$ cat config.mk
export PLATFORM = sky130hd
export DESIGN_NAME = bmp_24bit_stream_writer
export DESIGN_NICKNAME = d
export VERILOG_FILES = /design/src/rtl/bmpw_pkg.sv /design/src/rtl/bmp_24bit_stream_writer.sv /design/src/rtl/bmpw_cfg.sv /design/src/rtl/bmpw_front.sv /design/src/rtl/bmpw_queue.sv /design/src/rtl/bmpw_back.sv
export VERILOG_INCLUDE_DIRS = /design/src /design/src/rtl
export SDC_FILE = /design/constraint.sdc
export NUM_CORES = 1
export LEC_CHECK = 0
export CORE_MARGIN = 2
export CORE_UTILIZATION = 40
export DETAILED_ROUTE_END_ITERATION = 7
export DONT_BUFFER_PORTS = 1
export PLACE_DENSITY_LB_ADDON = 0.25
export SLEW_MARGIN = 20
export SYNTH_ARGS = -nofsm -noshare
export SYNTH_HDL_FRONTEND = slang
export SYNTH_HIERARCHICAL = 1
export SYNTH_SLANG_ARGS = --single-unit
export TNS_END_PERCENT = 30
$ cat constraint.sdc
create_clock -name clk -period 18 [get_ports clk]
set_clock_uncertainty 0.2 [all_clocks]
set_input_delay 1.8 -clock clk [delete_from_list [all_inputs] [get_ports clk]]
set_output_delay 1.8 -clock clk [all_outputs]
set_load 0.05 [all_outputs]
$ cat src/rtl/bmp_24bit_stream_writer_macros.svh
// ----------------------------------------------------------------------------
// BMP stream writer assertion macros
// Concurrent assertion shorthands, included by the back module of the writer.
// ----------------------------------------------------------------------------
`ifndef BMP_24BIT_STREAM_WRITER_MACROS_SVH
`define BMP_24BIT_STREAM_WRITER_MACROS_SVH

`ifndef SYNTHESIS

// Condition a implies condition c in the same cycle.
`define BMPW_ASSERT_SAME(label, clk, rst_n, a, c) \
	label: assert property (@(posedge clk) disable iff (!(rst_n)) (a) |-> (c)) \
		else $error("assertion failed");

// Condition a implies condition c in the next cycle.
`define BMPW_ASSERT_NEXT(label, clk, rst_n, a, c) \
	label: assert property (@(posedge clk) disable iff (!(rst_n)) (a) |=> (c)) \
		else $error("assertion failed");

`else

`define BMPW_ASSERT_SAME(label, clk, rst_n, a, c)
`define BMPW_ASSERT_NEXT(label, clk, rst_n, a, c)

`endif

`endif

$ cat src/rtl/bmpw_pkg.sv
// ----------------------------------------------------------------------------
// BMP stream writer package
// Types, constants and the header byte table shared by the writer modules.
// ----------------------------------------------------------------------------
package bmpw_pkg;

	localparam int DIM_W           = 13;
	localparam int MAX_DIM_DEFAULT = 4096;
	localparam int QDEPTH          = 4;
	localparam int POS_W           = 6;
	localparam int CFG_IDX_W       = 1;
	localparam int ROW_BYTES_W     = 15;
	localparam int PROD_W          = 28;

	// Configuration register indexes.
	localparam logic [CFG_IDX_W-1:0] CFG_WIDTH  = 1'b0;
	localparam logic [CFG_IDX_W-1:0] CFG_HEIGHT = 1'b1;

	// Positions within the byte sequence of one item.
	localparam logic [POS_W-1:0] POS_BLUE  = 6'd54;
	localparam logic [POS_W-1:0] POS_GREEN = 6'd55;
	localparam logic [POS_W-1:0] POS_RED   = 6'd56;
	localparam logic [POS_W-1:0] POS_MAX   = 6'd59;

	localparam logic [31:0] HDR_BYTES   = 32'd54;
	localparam logic [31:0] DIB_BYTES   = 32'd40;
	localparam logic [31:0] PPM         = 32'd2835;
	localparam logic [15:0] BPP         = 16'd24;
	localparam logic [15:0] PLANES      = 16'd1;
	localparam logic [7:0]  CHAR_B      = 8'h42;
	localparam logic [7:0]  CHAR_M      = 8'h4D;

	typedef struct packed {
		logic [7:0] red;
		logic [7:0] green;
		logic [7:0] blue;
	} pixel_t;

	typedef struct packed {
		logic [7:0] out_byte;
		logic       run_last;
		logic       frame_done;
	} out_item_t;

	typedef struct packed {
		logic [DIM_W-1:0] width;
		logic [DIM_W-1:0] height;
		logic [31:0]      file_size;
	} dims_t;

	typedef struct packed {
		pixel_t     pix;
		logic       header;
		logic [1:0] pad;
		logic       frame_end;
	} q_entry_t;

	function automatic logic [7:0] le_byte(input logic [31:0] v, input logic [1:0] sel);
		logic [7:0] b;
		case (sel)
			2'd0: b = v[7:0];
			2'd1: b = v[15:8];
			2'd2: b = v[23:16];
			2'd3: b = v[31:24];
			default: b = 8'h00;
		endcase
		return b;
	endfunction

	// Byte of the 54-byte file header at position pos.
	function automatic logic [7:0] hdr_byte(input logic [POS_W-1:0] pos, input dims_t d);
		logic [7:0]  b;
		logic [31:0] w32;
		logic [31:0] h32;
		w32 = 32'(d.width);
		h32 = 32'(d.height);
		case (pos)
			6'd0:  b = CHAR_B;
			6'd1:  b = CHAR_M;
			6'd2:  b = le_byte(d.file_size, 2'd0);
			6'd3:  b = le_byte(d.file_size, 2'd1);
			6'd4:  b = le_byte(d.file_size, 2'd2);
			6'd5:  b = le_byte(d.file_size, 2'd3);
			6'd10: b = le_byte(HDR_BYTES, 2'd0);
			6'd14: b = le_byte(DIB_BYTES, 2'd0);
			6'd18: b = le_byte(w32, 2'd0);
			6'd19: b = le_byte(w32, 2'd1);
			6'd20: b = le_byte(w32, 2'd2);
			6'd21: b = le_byte(w32, 2'd3);
			6'd22: b = le_byte(h32, 2'd0);
			6'd23: b = le_byte(h32, 2'd1);
			6'd24: b = le_byte(h32, 2'd2);
			6'd25: b = le_byte(h32, 2'd3);
			6'd26: b = PLANES[7:0];
			6'd27: b = PLANES[15:8];
			6'd28: b = BPP[7:0];
			6'd29: b = BPP[15:8];
			6'd38: b = le_byte(PPM, 2'd0);
			6'd39: b = le_byte(PPM, 2'd1);
			6'd42: b = le_byte(PPM, 2'd0);
			6'd43: b = le_byte(PPM, 2'd1);
			default: b = 8'h00;
		endcase
		return b;
	endfunction

endpackage

$ cat src/rtl/bmp_24bit_stream_writer.sv
// An item accepted by an idle block is written into the queue, then its first byte into the output register.
// One output byte a cycle while out_stall is low; a pixel gives 3 bytes, plus 0 to 3
// bytes of row padding at the end of a row and 54 header bytes on the first pixel of a frame.
// The output byte sequencer sets the rate; a four-item queue absorbs bursts.
// Reset (arst_n low) clears the counters and queue; width and height return to 1.
// ----------------------------------------------------------------------------
// BMP 24-bit stream writer
// Turns a stream of RGB pixels into the byte stream of an uncompressed BMP file.
// ----------------------------------------------------------------------------
module bmp_24bit_stream_writer #(
	parameter int MAX_DIM = bmpw_pkg::MAX_DIM_DEFAULT
) (
	input  logic                           clk,
	input  logic                           arst_n,
	input  logic                           cfg_we,
	input  logic [bmpw_pkg::CFG_IDX_W-1:0] cfg_index,
	input  logic [bmpw_pkg::DIM_W-1:0]     cfg_data,
	input  logic                           in_valid,
	output logic                           in_stall,
	input  bmpw_pkg::pixel_t               pixel,
	output logic                           out_valid,
	input  logic                           out_stall,
	output bmpw_pkg::out_item_t            result
);
	import bmpw_pkg::*;

	dims_t    dims;
	q_entry_t wr_entry;
	q_entry_t head;
	logic     push;
	logic     pop;
	logic     q_full;
	logic     q_valid;

	assign in_stall = q_full;

	bmpw_cfg #(
		.MAX_DIM(MAX_DIM)
	) u_cfg (
		.clk      (clk),
		.arst_n   (arst_n),
		.cfg_we   (cfg_we),
		.cfg_index(cfg_index),
		.cfg_data (cfg_data),
		.dims     (dims)
	);

	bmpw_front #(
		.MAX_DIM(MAX_DIM)
	) u_front (
		.clk     (clk),
		.arst_n  (arst_n),
		.in_valid(in_valid),
		.pixel   (pixel),
		.q_full  (q_full),
		.dims    (dims),
		.push    (push),
		.entry   (wr_entry)
	);

	bmpw_queue u_queue (
		.clk      (clk),
		.arst_n   (arst_n),
		.push     (push),
		.wr_entry (wr_entry),
		.pop      (pop),
		.head     (head),
		.not_empty(q_valid),
		.full     (q_full)
	);

	bmpw_back u_back (
		.clk      (clk),
		.arst_n   (arst_n),
		.head     (head),
		.q_valid  (q_valid),
		.dims     (dims),
		.pop      (pop),
		.out_valid(out_valid),
		.out_stall(out_stall),
		.result   (result)
	);

endmodule

$ cat src/rtl/bmpw_cfg.sv
// ----------------------------------------------------------------------------
// BMP writer configuration
// Holds the dimension registers, clamps them and derives the file size.
// ----------------------------------------------------------------------------
module bmpw_cfg #(
	parameter int MAX_DIM = bmpw_pkg::MAX_DIM_DEFAULT
) (
	input  logic                           clk,
	input  logic                           arst_n,
	input  logic                           cfg_we,
	input  logic [bmpw_pkg::CFG_IDX_W-1:0] cfg_index,
	input  logic [bmpw_pkg::DIM_W-1:0]     cfg_data,
	output bmpw_pkg::dims_t                dims
);
	import bmpw_pkg::*;

	localparam logic [31:0] MaxDim32 = 32'(MAX_DIM);

	logic [DIM_W-1:0]       width_q;
	logic [DIM_W-1:0]       height_q;
	logic [DIM_W-1:0]       width_eff;
	logic [DIM_W-1:0]       height_eff;
	logic [ROW_BYTES_W-1:0] row_bytes_q;
	logic [31:0]            size_q;
	logic [PROD_W-1:0]      product;

	// Zero counts as one; values above the limit count as the limit.
	function automatic logic [DIM_W-1:0] clamp_dim(input logic [DIM_W-1:0] v);
		logic [DIM_W-1:0] r;
		if (v == '0) begin
			r = DIM_W'(1);
		end else if (32'(v) > MaxDim32) begin
			r = DIM_W'(MAX_DIM);
		end else begin
			r = v;
		end
		return r;
	endfunction

	always_ff @(posedge clk or negedge arst_n) begin
		if (!arst_n) begin
			width_q  <= DIM_W'(1);
			height_q <= DIM_W'(1);
		end else if (cfg_we) begin
			case (cfg_index)
				CFG_WIDTH:  width_q  <= cfg_data;
				CFG_HEIGHT: height_q <= cfg_data;
				default: ;
			endcase
		end
	end

	assign width_eff  = clamp_dim(width_q);
	assign height_eff = clamp_dim(height_q);

	// A row holds three bytes a pixel, padded to a multiple of four.
	assign product = PROD_W'(height_eff) * PROD_W'(row_bytes_q);

	always_ff @(posedge clk or negedge arst_n) begin
		if (!arst_n) begin
			row_bytes_q <= ROW_BYTES_W'(4);
			size_q      <= 32'd58;
		end else begin
			row_bytes_q <= ROW_BYTES_W'({width_eff, 1'b0}) + ROW_BYTES_W'(width_eff)
				+ ROW_BYTES_W'(width_eff[1:0]);
			size_q      <= 32'(product) + HDR_BYTES;
		end
	end

	assign dims.width     = width_eff;
	assign dims.height    = height_eff;
	assign dims.file_size = size_q;

endmodule

$ cat src/rtl/bmpw_front.sv
// ----------------------------------------------------------------------------
// BMP writer front
// Accepts pixel items, tracks column and row, and tags each item with its
// header, padding and end-of-frame information.
// ----------------------------------------------------------------------------
module bmpw_front #(
	parameter int MAX_DIM = bmpw_pkg::MAX_DIM_DEFAULT
) (
	input  logic               clk,
	input  logic               arst_n,
	input  logic               in_valid,
	input  bmpw_pkg::pixel_t   pixel,
	input  logic               q_full,
	input  bmpw_pkg::dims_t    dims,
	output logic               push,
	output bmpw_pkg::q_entry_t entry
);
	import bmpw_pkg::*;

	localparam int CNT_W = (MAX_DIM > 1) ? $clog2(MAX_DIM) : 1;

	logic [CNT_W-1:0] col_q;
	logic [CNT_W-1:0] row_q;
	logic             row_end;
	logic             frame_end;

	assign push      = in_valid && !q_full;
	assign row_end   = (32'(col_q) + 32'd1) >= 32'(dims.width);
	assign frame_end = row_end && ((32'(row_q) + 32'd1) >= 32'(dims.height));

	assign entry.pix       = pixel;
	assign entry.header    = (col_q == '0) && (row_q == '0);
	// Three bytes a pixel leave width mod 4 bytes of padding.
	assign entry.pad       = row_end ? dims.width[1:0] : 2'd0;
	assign entry.frame_end = frame_end;

	always_ff @(posedge clk or negedge arst_n) begin
		if (!arst_n) begin
			col_q <= '0;
			row_q <= '0;
		end else if (push) begin
			if (row_end) begin
				col_q <= '0;
				row_q <= frame_end ? '0 : row_q + 1'b1;
			end else begin
				col_q <= col_q + 1'b1;
			end
		end
	end

endmodule

$ cat src/rtl/bmpw_queue.sv
// ----------------------------------------------------------------------------
// BMP writer queue
// Short first-in first-out queue between the front and the back.
// ----------------------------------------------------------------------------
module bmpw_queue (
	input  logic               clk,
	input  logic               arst_n,
	input  logic               push,
	input  bmpw_pkg::q_entry_t wr_entry,
	input  logic               pop,
	output bmpw_pkg::q_entry_t head,
	output logic               not_empty,
	output logic               full
);
	import bmpw_pkg::*;

	localparam int PTR_W = $clog2(QDEPTH);
	localparam int CNT_W = $clog2(QDEPTH + 1);

	q_entry_t         slots_q [QDEPTH];
	logic [PTR_W-1:0] wr_ptr_q;
	logic [PTR_W-1:0] rd_ptr_q;
	logic [CNT_W-1:0] count_q;

	assign full      = count_q == CNT_W'(QDEPTH);
	assign not_empty = count_q != '0;
	assign head      = slots_q[rd_ptr_q];

	always_ff @(posedge clk) begin
		if (push) begin
			slots_q[wr_ptr_q] <= wr_entry;
		end
	end

	always_ff @(posedge clk or negedge arst_n) begin
		if (!arst_n) begin
			wr_ptr_q <= '0;
			rd_ptr_q <= '0;
			count_q  <= '0;
		end else begin
			if (push) begin
				wr_ptr_q <= (32'(wr_ptr_q) == QDEPTH - 1) ? '0 : wr_ptr_q + 1'b1;
			end
			if (pop) begin
				rd_ptr_q <= (32'(rd_ptr_q) == QDEPTH - 1) ? '0 : rd_ptr_q + 1'b1;
			end
			case ({push, pop})
				2'b10:   count_q <= count_q + 1'b1;
				2'b01:   count_q <= count_q - 1'b1;
				default: count_q <= count_q;
			endcase
		end
	end

endmodule

$ cat src/rtl/bmpw_back.sv
// ----------------------------------------------------------------------------
// BMP writer back
// Walks the byte sequence of each queued item: header, pixel bytes and row
// padding, one byte a cycle into the output register while out_stall does not hold it.
// ----------------------------------------------------------------------------
module bmpw_back (
	input  logic                 clk,
	input  logic                 arst_n,
	input  bmpw_pkg::q_entry_t   head,
	input  logic                 q_valid,
	input  bmpw_pkg::dims_t      dims,
	output logic                 pop,
	output logic                 out_valid,
	input  logic                 out_stall,
	output bmpw_pkg::out_item_t  result
);
	import bmpw_pkg::*;

	logic [POS_W-1:0] pos_q;
	logic             started_q;
	logic [POS_W-1:0] cur_pos;
	logic [POS_W-1:0] last_pos;
	logic             is_last;
	logic             load;
	logic [7:0]       byte_val;
	logic             out_valid_q;
	out_item_t        out_q;

	// An item without header starts directly at its blue byte.
	assign cur_pos  = started_q ? pos_q : (head.header ? '0 : POS_BLUE);
	assign last_pos = POS_RED + POS_W'(head.pad);
	assign is_last  = cur_pos == last_pos;
	assign load     = !out_valid_q || !out_stall;
	assign pop      = load && q_valid && is_last;

	always_comb begin
		if (cur_pos < POS_BLUE) begin
			byte_val = hdr_byte(cur_pos, dims);
		end else if (cur_pos == POS_BLUE) begin
			byte_val = head.pix.blue;
		end else if (cur_pos == POS_GREEN) begin
			byte_val = head.pix.green;
		end else if (cur_pos == POS_RED) begin
			byte_val = head.pix.red;
		end else begin
			byte_val = 8'h00;
		end
	end

	always_ff @(posedge clk or negedge arst_n) begin
		if (!arst_n) begin
			pos_q       <= '0;
			started_q   <= 1'b0;
			out_valid_q <= 1'b0;
		end else if (load) begin
			out_valid_q <= q_valid;
			if (q_valid) begin
				started_q <= !is_last;
				pos_q     <= cur_pos + 1'b1;
			end
		end
	end

	always_ff @(posedge clk) begin
		if (load && q_valid) begin
			out_q.out_byte   <= byte_val;
			out_q.run_last   <= is_last;
			out_q.frame_done <= is_last && head.frame_end;
		end
	end

	assign out_valid = out_valid_q;
	assign result    = out_q;

`include "bmp_24bit_stream_writer_macros.svh"

	`BMPW_ASSERT_SAME(a_done_is_last, clk, arst_n, out_valid_q && out_q.frame_done, out_q.run_last)
	`BMPW_ASSERT_SAME(a_pos_range, clk, arst_n, started_q, (pos_q != '0) && (pos_q <= POS_MAX))
	`BMPW_ASSERT_NEXT(a_pop_restarts, clk, arst_n, pop, !started_q && out_valid_q)

endmodule
==> results of run 1 <==
==> cells by family (layout without fill, tap and decap cells) <==
| family | count (synthesis) | count (layout) | synth area share |
|---|---|---|---|
| flops | 227 | 227 | 0.356 |
| simple gates | 490 | 490 | 0.150 |
| fa+ha+maj | 280 | 280 | 0.250 |
| buf+inv | 286 | 241 | 0.0729 |
| xor+xnor | 53 | 53 | 0.0262 |
| other cells | 2 | 5 | 0.000424 |
| compound gates | 209 | 209 | 0.0833 |
| mux | 70 | 70 | 0.0613 |
==> cell usage in the layout, fill, tap and decap left out, types with 11 or more instances in the layout <==
| cell | instances |
|---|---|
| mux4_2 | 28 |
| nand2_1 | 146 |
| buf_4 | 13 |
| nor2b_1 | 26 |
| fa_1 | 124 |
| and2_1 | 102 |
| ha_1 | 156 |
| and3_1 | 11 |
| nand3_1 | 27 |
| xnor2_1 | 34 |
| a21oi_1 | 52 |
| o21ai_0 | 35 |
| nand4_1 | 16 |
| nand2b_1 | 17 |
| a21o_1 | 18 |
| mux2i_1 | 14 |
| inv_1 | 181 |
| nor4_1 | 17 |
| edfxtp_1 | 122 |
| dfrtp_1 | 98 |
| nor3_1 | 22 |
| xor2_1 | 19 |
| clkbuf_16 | 25 |
| nor2_1 | 48 |
| mux2_2 | 28 |
==> registers in the layout, summed over array words and instances (netlist names) <==
name               count
u_cfg/width_q         13
u_front/col_q         12
u_cfg/row_bytes_q     13
u_queue/count_q        3
u_back/pos_q           6
u_queue/wr_ptr_q       2
u_front/row_q         12
u_cfg/height_q        13
u_cfg/size_q          27
u_back/started_q       1
u_queue/rd_ptr_q       2
u_queue/slots_q      112
u_back/result         10
u_back/out_valid       1
==> area by class of cell <==
class	count	area, µm²
fillers	4212	25200
multi-input cells	1107	10100
flip-flops and latches	227	6300
well taps	592	741
inverters	182	683
clock buffers	30	674
clock inverters	16	126
repair buffers	13	97.6
==> worst paths after layout <==
check	depth (start not counted)	to
setup / recovery	19	u_cfg/size_q[25]$_DFF_PN0_
hold / removal	1	u_queue/count_q[2]$_DFFE_PN0P_
setup reg to reg	19	u_cfg/size_q[25]$_DFF_PN0_
hold reg to reg	1	u_queue/count_q[2]$_DFFE_PN0P_
max in group asynchronous	0	u_cfg/row_bytes_q[2]$_DFF_PN1_
min in group asynchronous	0	u_cfg/size_q[22]$_DFF_PN0_
==> metal layers <==
metal / global-route usage / wire length, µm
met1: 0.261 / 19500
met2: 0.310 / 20600
met3: 0.0210 / 1760
met4: 0.0625 / 1400
met5: 0 / 0
==> per-stage QoR <==
| stage | instance area (µm²) | std cells | util | worst slack [ns] | hold WS [ns] |
|---|---|---|---|---|---|
| final | 18800 | 2167 | 0.427 | 11.05 | 0.281 |
| after global routing | 18800 | 2167 | 0.427 | 10.69 | 0.307 |
| after CTS | 18800 | 2167 | 0.427 | 10.77 | 0.283 |
| after detailed placement | 18000 | 2121 | 0.409 | 10.78 | 0.275 |
| after global placement | 17900 | 2121 | 0.409 | 10.97 | 0.264 |
| after floorplan | 17700 | 1620 | - | 11.99 | 0.248 |
==> reports/qor.yml, run 1 <==
status: "complete, no violations"
dpl.hpwl_um: 31900
number_of_nets_still_failing_antenna_checks_after_routing: 0
routed_wirelength_um: 43300
layout.nets: 1879
worst_hold_path_type: "flip-flop to flip-flop"
worst-slew-pin-transition_ns: 1.03
critical_path.startpoint_type: "flip-flop"
synth.top_cells.by_count: "inv_1, ha_1, nand2_1"
fmax_mhz: 144
route.vias.total: 11730
synth_largest_area_cell: "edfxtp_1"
path_max_fanout: 28
synth_seq_area_share: 0.356
finalCriticalPeriod_ns: 6.95
clk_root_buffer_cell: "clkbuf_16"
critical_path.cell_chain: "nor2b_1 -> buf_4 -> and2_1 -> fa_1 -> inv_1 -> fa_1 -> inv_1 -> fa_1 -> inv_1 -> fa_1 -> inv_1 -> fa_1 -> ha_1 -> ha_1 -> a211oi_1 -> a211oi_2 -> o311a_1 -> o41ai_2 -> xnor2_1"
timing.setup.critical_path_class: "flip-flop to flip-flop"
clkSlewWorstSetupHoldPaths_ns: 0.07
maxCapViolCount: 0
synth_top_area_share: 0.207
min_period_over_period: 0.386
critical-path-top-delay-family: "adder cells"
routabilityCongestion: 0.920
tritoncts_buffers: 25
fp.coreArea_um2: 43900
core.rowCount: 77
grt_start_max_net_pins: 106
timing.reg2reg.setup_slack_ns: 11.05
maxSlewHeadroom: 0.315
post_synth_inst_count: 1617
post-route-drc-count: 0
mappedNetlistArea_um2: 17700
track_usage: 0.188
drive_above_1_share: 0.0952
synth.yosys.warnings: 6
arrival_ns: 7.25
fin_tns_setup_ns: 0
drt_iter0_drc: 838
final_number_of_setup_violating_endpoints: 0
portBuffers: 0
synth_cell_types: 91
syn_area_per_cell_um2: 10.9
dr.pass1.iters: 5
die-area_um2: 46000
ctsHoldBuffers: 0
startpoint_of_the_worst_hold_path: "u_queue/count_q[2]$_DFFE_PN0P_"
postCtsSetupBuffers: 0
grt_pass1_wl_um: 68300
cts_max_level: 1
drv_slew: 0
path_buf_inv: 5
insertion_delay_ns: 0.55
synth-edff-count: 122
cts_max_path_buffers: 3
postSynth.asyncResetShare: 0.463
i_o_pin_count: 55
critical_path.startpoint: "u_cfg/height_q[12]$_DFFE_PN0P_"
main_area_contributors_after_synthesis: "edfxtp_1, fa_1, dfrtp_1"
final-hold-violation-count: 0
grt_pass1_vias: 11994
yosys.cell_count.top_type: "inv_1"
die_w_um: 214
clock_sinks: 227
layout-area-overhead-vs-synth_pct: 6.01
floorplan.initialDensity: 0.403
routed_via_density: 5.41
routed_wire_length_per_instance_um: 20.0
path_common_cell: "fa_1"
global_route.overflow_total: 0
antenna_cells_inserted: 0
crit_required_ns: 18.30
dieHeight_um: 214
slowest_stage: "dfrtp_1"
cpPeakStageDelay_ns: 0.98
regToRegStartpoint: "u_cfg/height_q[12]$_DFFE_PN0P_"
end_kind: "flip-flop"
grt_antenna_before_repair: 1
cts_tree: "built"
rsz0062_at_grt: "no"
synth_seq_cells: 227
synthFlopType: "edfxtp_1"
cts.repair.resized: 0
Power of run 1 is not shown: default switching activity piles up to over one toggle a cycle in this logic, so the estimate is an artifact.
==> inputs of run 2 (changes only) <==
--- a/config.mk
+++ b/config.mk
@@ -6,6 +6,7 @@
 export SDC_FILE = /design/constraint.sdc
 export NUM_CORES = 1
 export LEC_CHECK = 0
+export ABC_AREA = 1
 export CORE_MARGIN = 2
 export CORE_UTILIZATION = 40
 export DETAILED_ROUTE_END_ITERATION = 7
==> constraint.sdc (replaced) <==
create_clock -name clk -period 5.86 [get_ports clk]
set_clock_uncertainty 0.2 [all_clocks]
set_input_delay 0.586 -clock clk [delete_from_list [all_inputs] [get_ports clk]]
set_output_delay 0.586 -clock clk [all_outputs]
set_load 0.05 [all_outputs]
==> reports/qor.yml, run 2 <==
clkSlewWorstSetupHoldPaths_ns: 0.06
arrival_ns: 5.91
clock_sinks: 227
timing.setup.critical_path_class: "flip-flop to flip-flop"
tritoncts_buffers: 26
layout.area.seq_um2: 6300
yosys.cell_count.top_type: "nand2_1"
status: "complete, no violations"
critical_path.startpoint_type: "flip-flop"
syn_area_per_cell_um2: 8.32
antenna_cells_inserted: 0
dpl.hpwl_um: 37800
i_o_pin_count: 55
path_max_fanout: 6
synthFlopType: "edfxtp_1"
floorplan.initialDensity: 0.404
clock_power_share: 0.145
maxSlewHeadroom: 0.351
track_usage: 0.204
dieHeight_um: 220
synth_seq_cells: 227
final_cell_mix: "nand2_1, inv_1, nor2_1"
synth_top_area_share: 0.196
synth.yosys.warnings: 6
mappedNetlistArea_um2: 18700
portBuffers: 0
slowest_stage: "fa_1"
worst-slew-pin-transition_ns: 0.969
synth_cell_types: 52
cts_tree: "built"
layout-area-overhead-vs-synth_pct: 14.2
final-instance-count-excl-fill: 2947
dr.pass1.iters: 8
synth-edff-count: 122
place.detailed.instances: 2864
synth_largest_area_cell: "edfxtp_1"
insertion_delay_ns: 0.57
layout.nets: 2643
post_synth_inst_count: 2250
crit_required_ns: 6.11
die-area_um2: 48600
grt_pass1_wl_um: 77000
internal_power_uw: 6560
end_kind: "flip-flop"
p_per_area_nw_per_um2: 572
maxCapViolCount: 0
main_area_contributors_after_synthesis: "edfxtp_1, fa_1, dfrtp_1"
cts_max_level: 1
final_common_cell: "nand2_1"
routed_wire_length_per_instance_um: 16.6
final-hold-violation-count: 0
fp.coreArea_um2: 46400
largest_register_ff_count: 112
drive_above_1_share: 0.128
leakagePower_uw: 0.0106
grt_pass1_vias: 14243
number_of_nets_still_failing_antenna_checks_after_routing: 0
postSynth.asyncResetShare: 0.463
worst_hold_path_type: "primary input to flip-flop"
fmax_mhz: 177
cts_max_path_buffers: 3
grt_antenna_before_repair: 0
design_power_total_uw: 12200
utilization: 0.461
routabilityCongestion: 0.934
leading_registers_by_flop_count: "u_queue/slots_q: 112 flops, u_cfg/size_q: 27 flops"
clk_root_buffer_cell: "clkbuf_16"
die_w_um: 220
grt_start_max_net_pins: 106
min_period_over_period: 0.965
rsz0062_at_grt: "yes"
drt_iter0_drc: 1106
finalCriticalPeriod_ns: 5.66
core.rowCount: 79
netSwitchingFraction: 0.464
share_seq_of_total_power: 0.210
area_of_combinational_cells_with_multiple_inputs_um2: 10700
layout.filler_cells: 4455
synth_seq_area_share: 0.336
global_route.overflow_total: 0
register_with_the_most_flip_flops: "u_queue/slots_q"
final_number_of_setup_violating_endpoints: 0
route.vias.total: 14634
power.combinational.fraction: 0.644
routed_wirelength_um: 48900
ir_drop_v: 0.000473
synth.top_cells.by_count: "nand2_1, inv_1, nor2_1"
routed_via_density: 4.97
switchingPower_uw: 5680
post-route-drc-count: 0
drv_slew: 0
cpPeakStageDelay_ns: 0.57
## run 2: cell types whose count changed after synthesis, sizes merged, moves of 26 or more
cell | previous run | this run
nor2 | 48 | 236
o211ai | 5 | 56
clkbuf | 44 | 14
nand3 | 27 | 123
mux2 | 28 | 0
and2 | 105 | 0
mux4 | 28 | 0
xnor2 | 34 | 5
inv | 181 | 441
nor2b | 34 | 0
nand4 | 16 | 42
nand2 | 146 | 599
## run 2: worst paths after layout
check,from,endpoint,slack (ns),depth (start not counted)
min in group asynchronous,arst_n,u_queue/count_q[1]$_DFFE_PN0P_,0.40,2
max in group asynchronous,arst_n,u_cfg/width_q[1]$_DFFE_PN0P_,4.53,2
min reg2reg,u_queue/count_q[2]$_DFFE_PN0P_,u_queue/count_q[2]$_DFFE_PN0P_,0.28,2
min,cfg_data[7],u_cfg/width_q[7]$_DFFE_PN0P_,0.03,2
max,u_cfg/height_q[0]$_DFFE_PN1P_,u_cfg/size_q[22]$_DFF_PN0_,0.20,25
max reg2reg,u_cfg/height_q[0]$_DFFE_PN1P_,u_cfg/size_q[22]$_DFF_PN0_,0.20,25
## run 2: what timing repair did
item	in CTS	in global routing
pin swaps	0	27
hold buffers	30	0
resized for setup	5	81
buffers inserted	0	5
setup endpoints to repair	8	18
hold endpoints to repair	206	0
## run 2: power by group through the flow
stage / Combinational, µW / Clock [µW] / Sequential, µW
finish: 7880 / 1780 / 2570
global route: 8760 / 1880 / 2620
CTS: 6620 / 1820 / 2580
detailed placement: 6490 / 0 / 2600
global placement: 6460 / 0 / 2590
floorplan: 4330 / 0 / 2500
## run 2: per-stage QoR
step                      setup TNS (ns)  worst slack [ns]  hold WS [ns]  cell area [µm²]
after floorplan                        0             0.358        0.0904            18700
after global placement            -0.174            -0.104        0.0987            19600
after detailed placement          -0.303            -0.168        0.0984            19600
after CTS                        -0.0208           -0.0208      0.000431            20900
after global routing             -0.0939           -0.0392        0.0226            21400
final                                  0             0.203        0.0251            21400
## run 2: worst max-delay path, delay by kind of cell, from the launching register on
kind | cells | cell delay, ns
buffers and inverters | 6 | 0.44
adders and majority gates | 7 | 3.07
and+or+nand+nor | 11 | 1.00
DFF | 1 | 0.56
AOI/OAI and AO/OA | 1 | 0.24
## run 2: routing by layer
metal / GRT usage / routed length, µm
met1: 0.287 / 22400
met2: 0.335 / 22800
met3: 0.0258 / 2900
met4: 0.0468 / 805
met5: 0 / 0
## run 2: area by class of cell
class / instances / area share
multi-input cells: 1500 / 0.498
repair buffers: 122 / 0.0498
clock buffers: 30 / 0.0311
clock inverters: 18 / 0.0128
well taps: 607 / 0.0355
flip-flops and latches: 227 / 0.295
inverters: 443 / 0.0779
## run 2: cells by family after synthesis
| logic type | Yosys count | share of synthesized area |
|---|---|---|
| other cells | 2 | 0.000401 |
| compound gates | 154 | 0.0563 |
| buf+inv | 526 | 0.120 |
| fa+ha+maj | 280 | 0.237 |
| flops | 227 | 0.336 |
| xor+xnor | 37 | 0.0177 |
| simple gates | 1024 | 0.232 |
(Power assumes the default switching activity.)
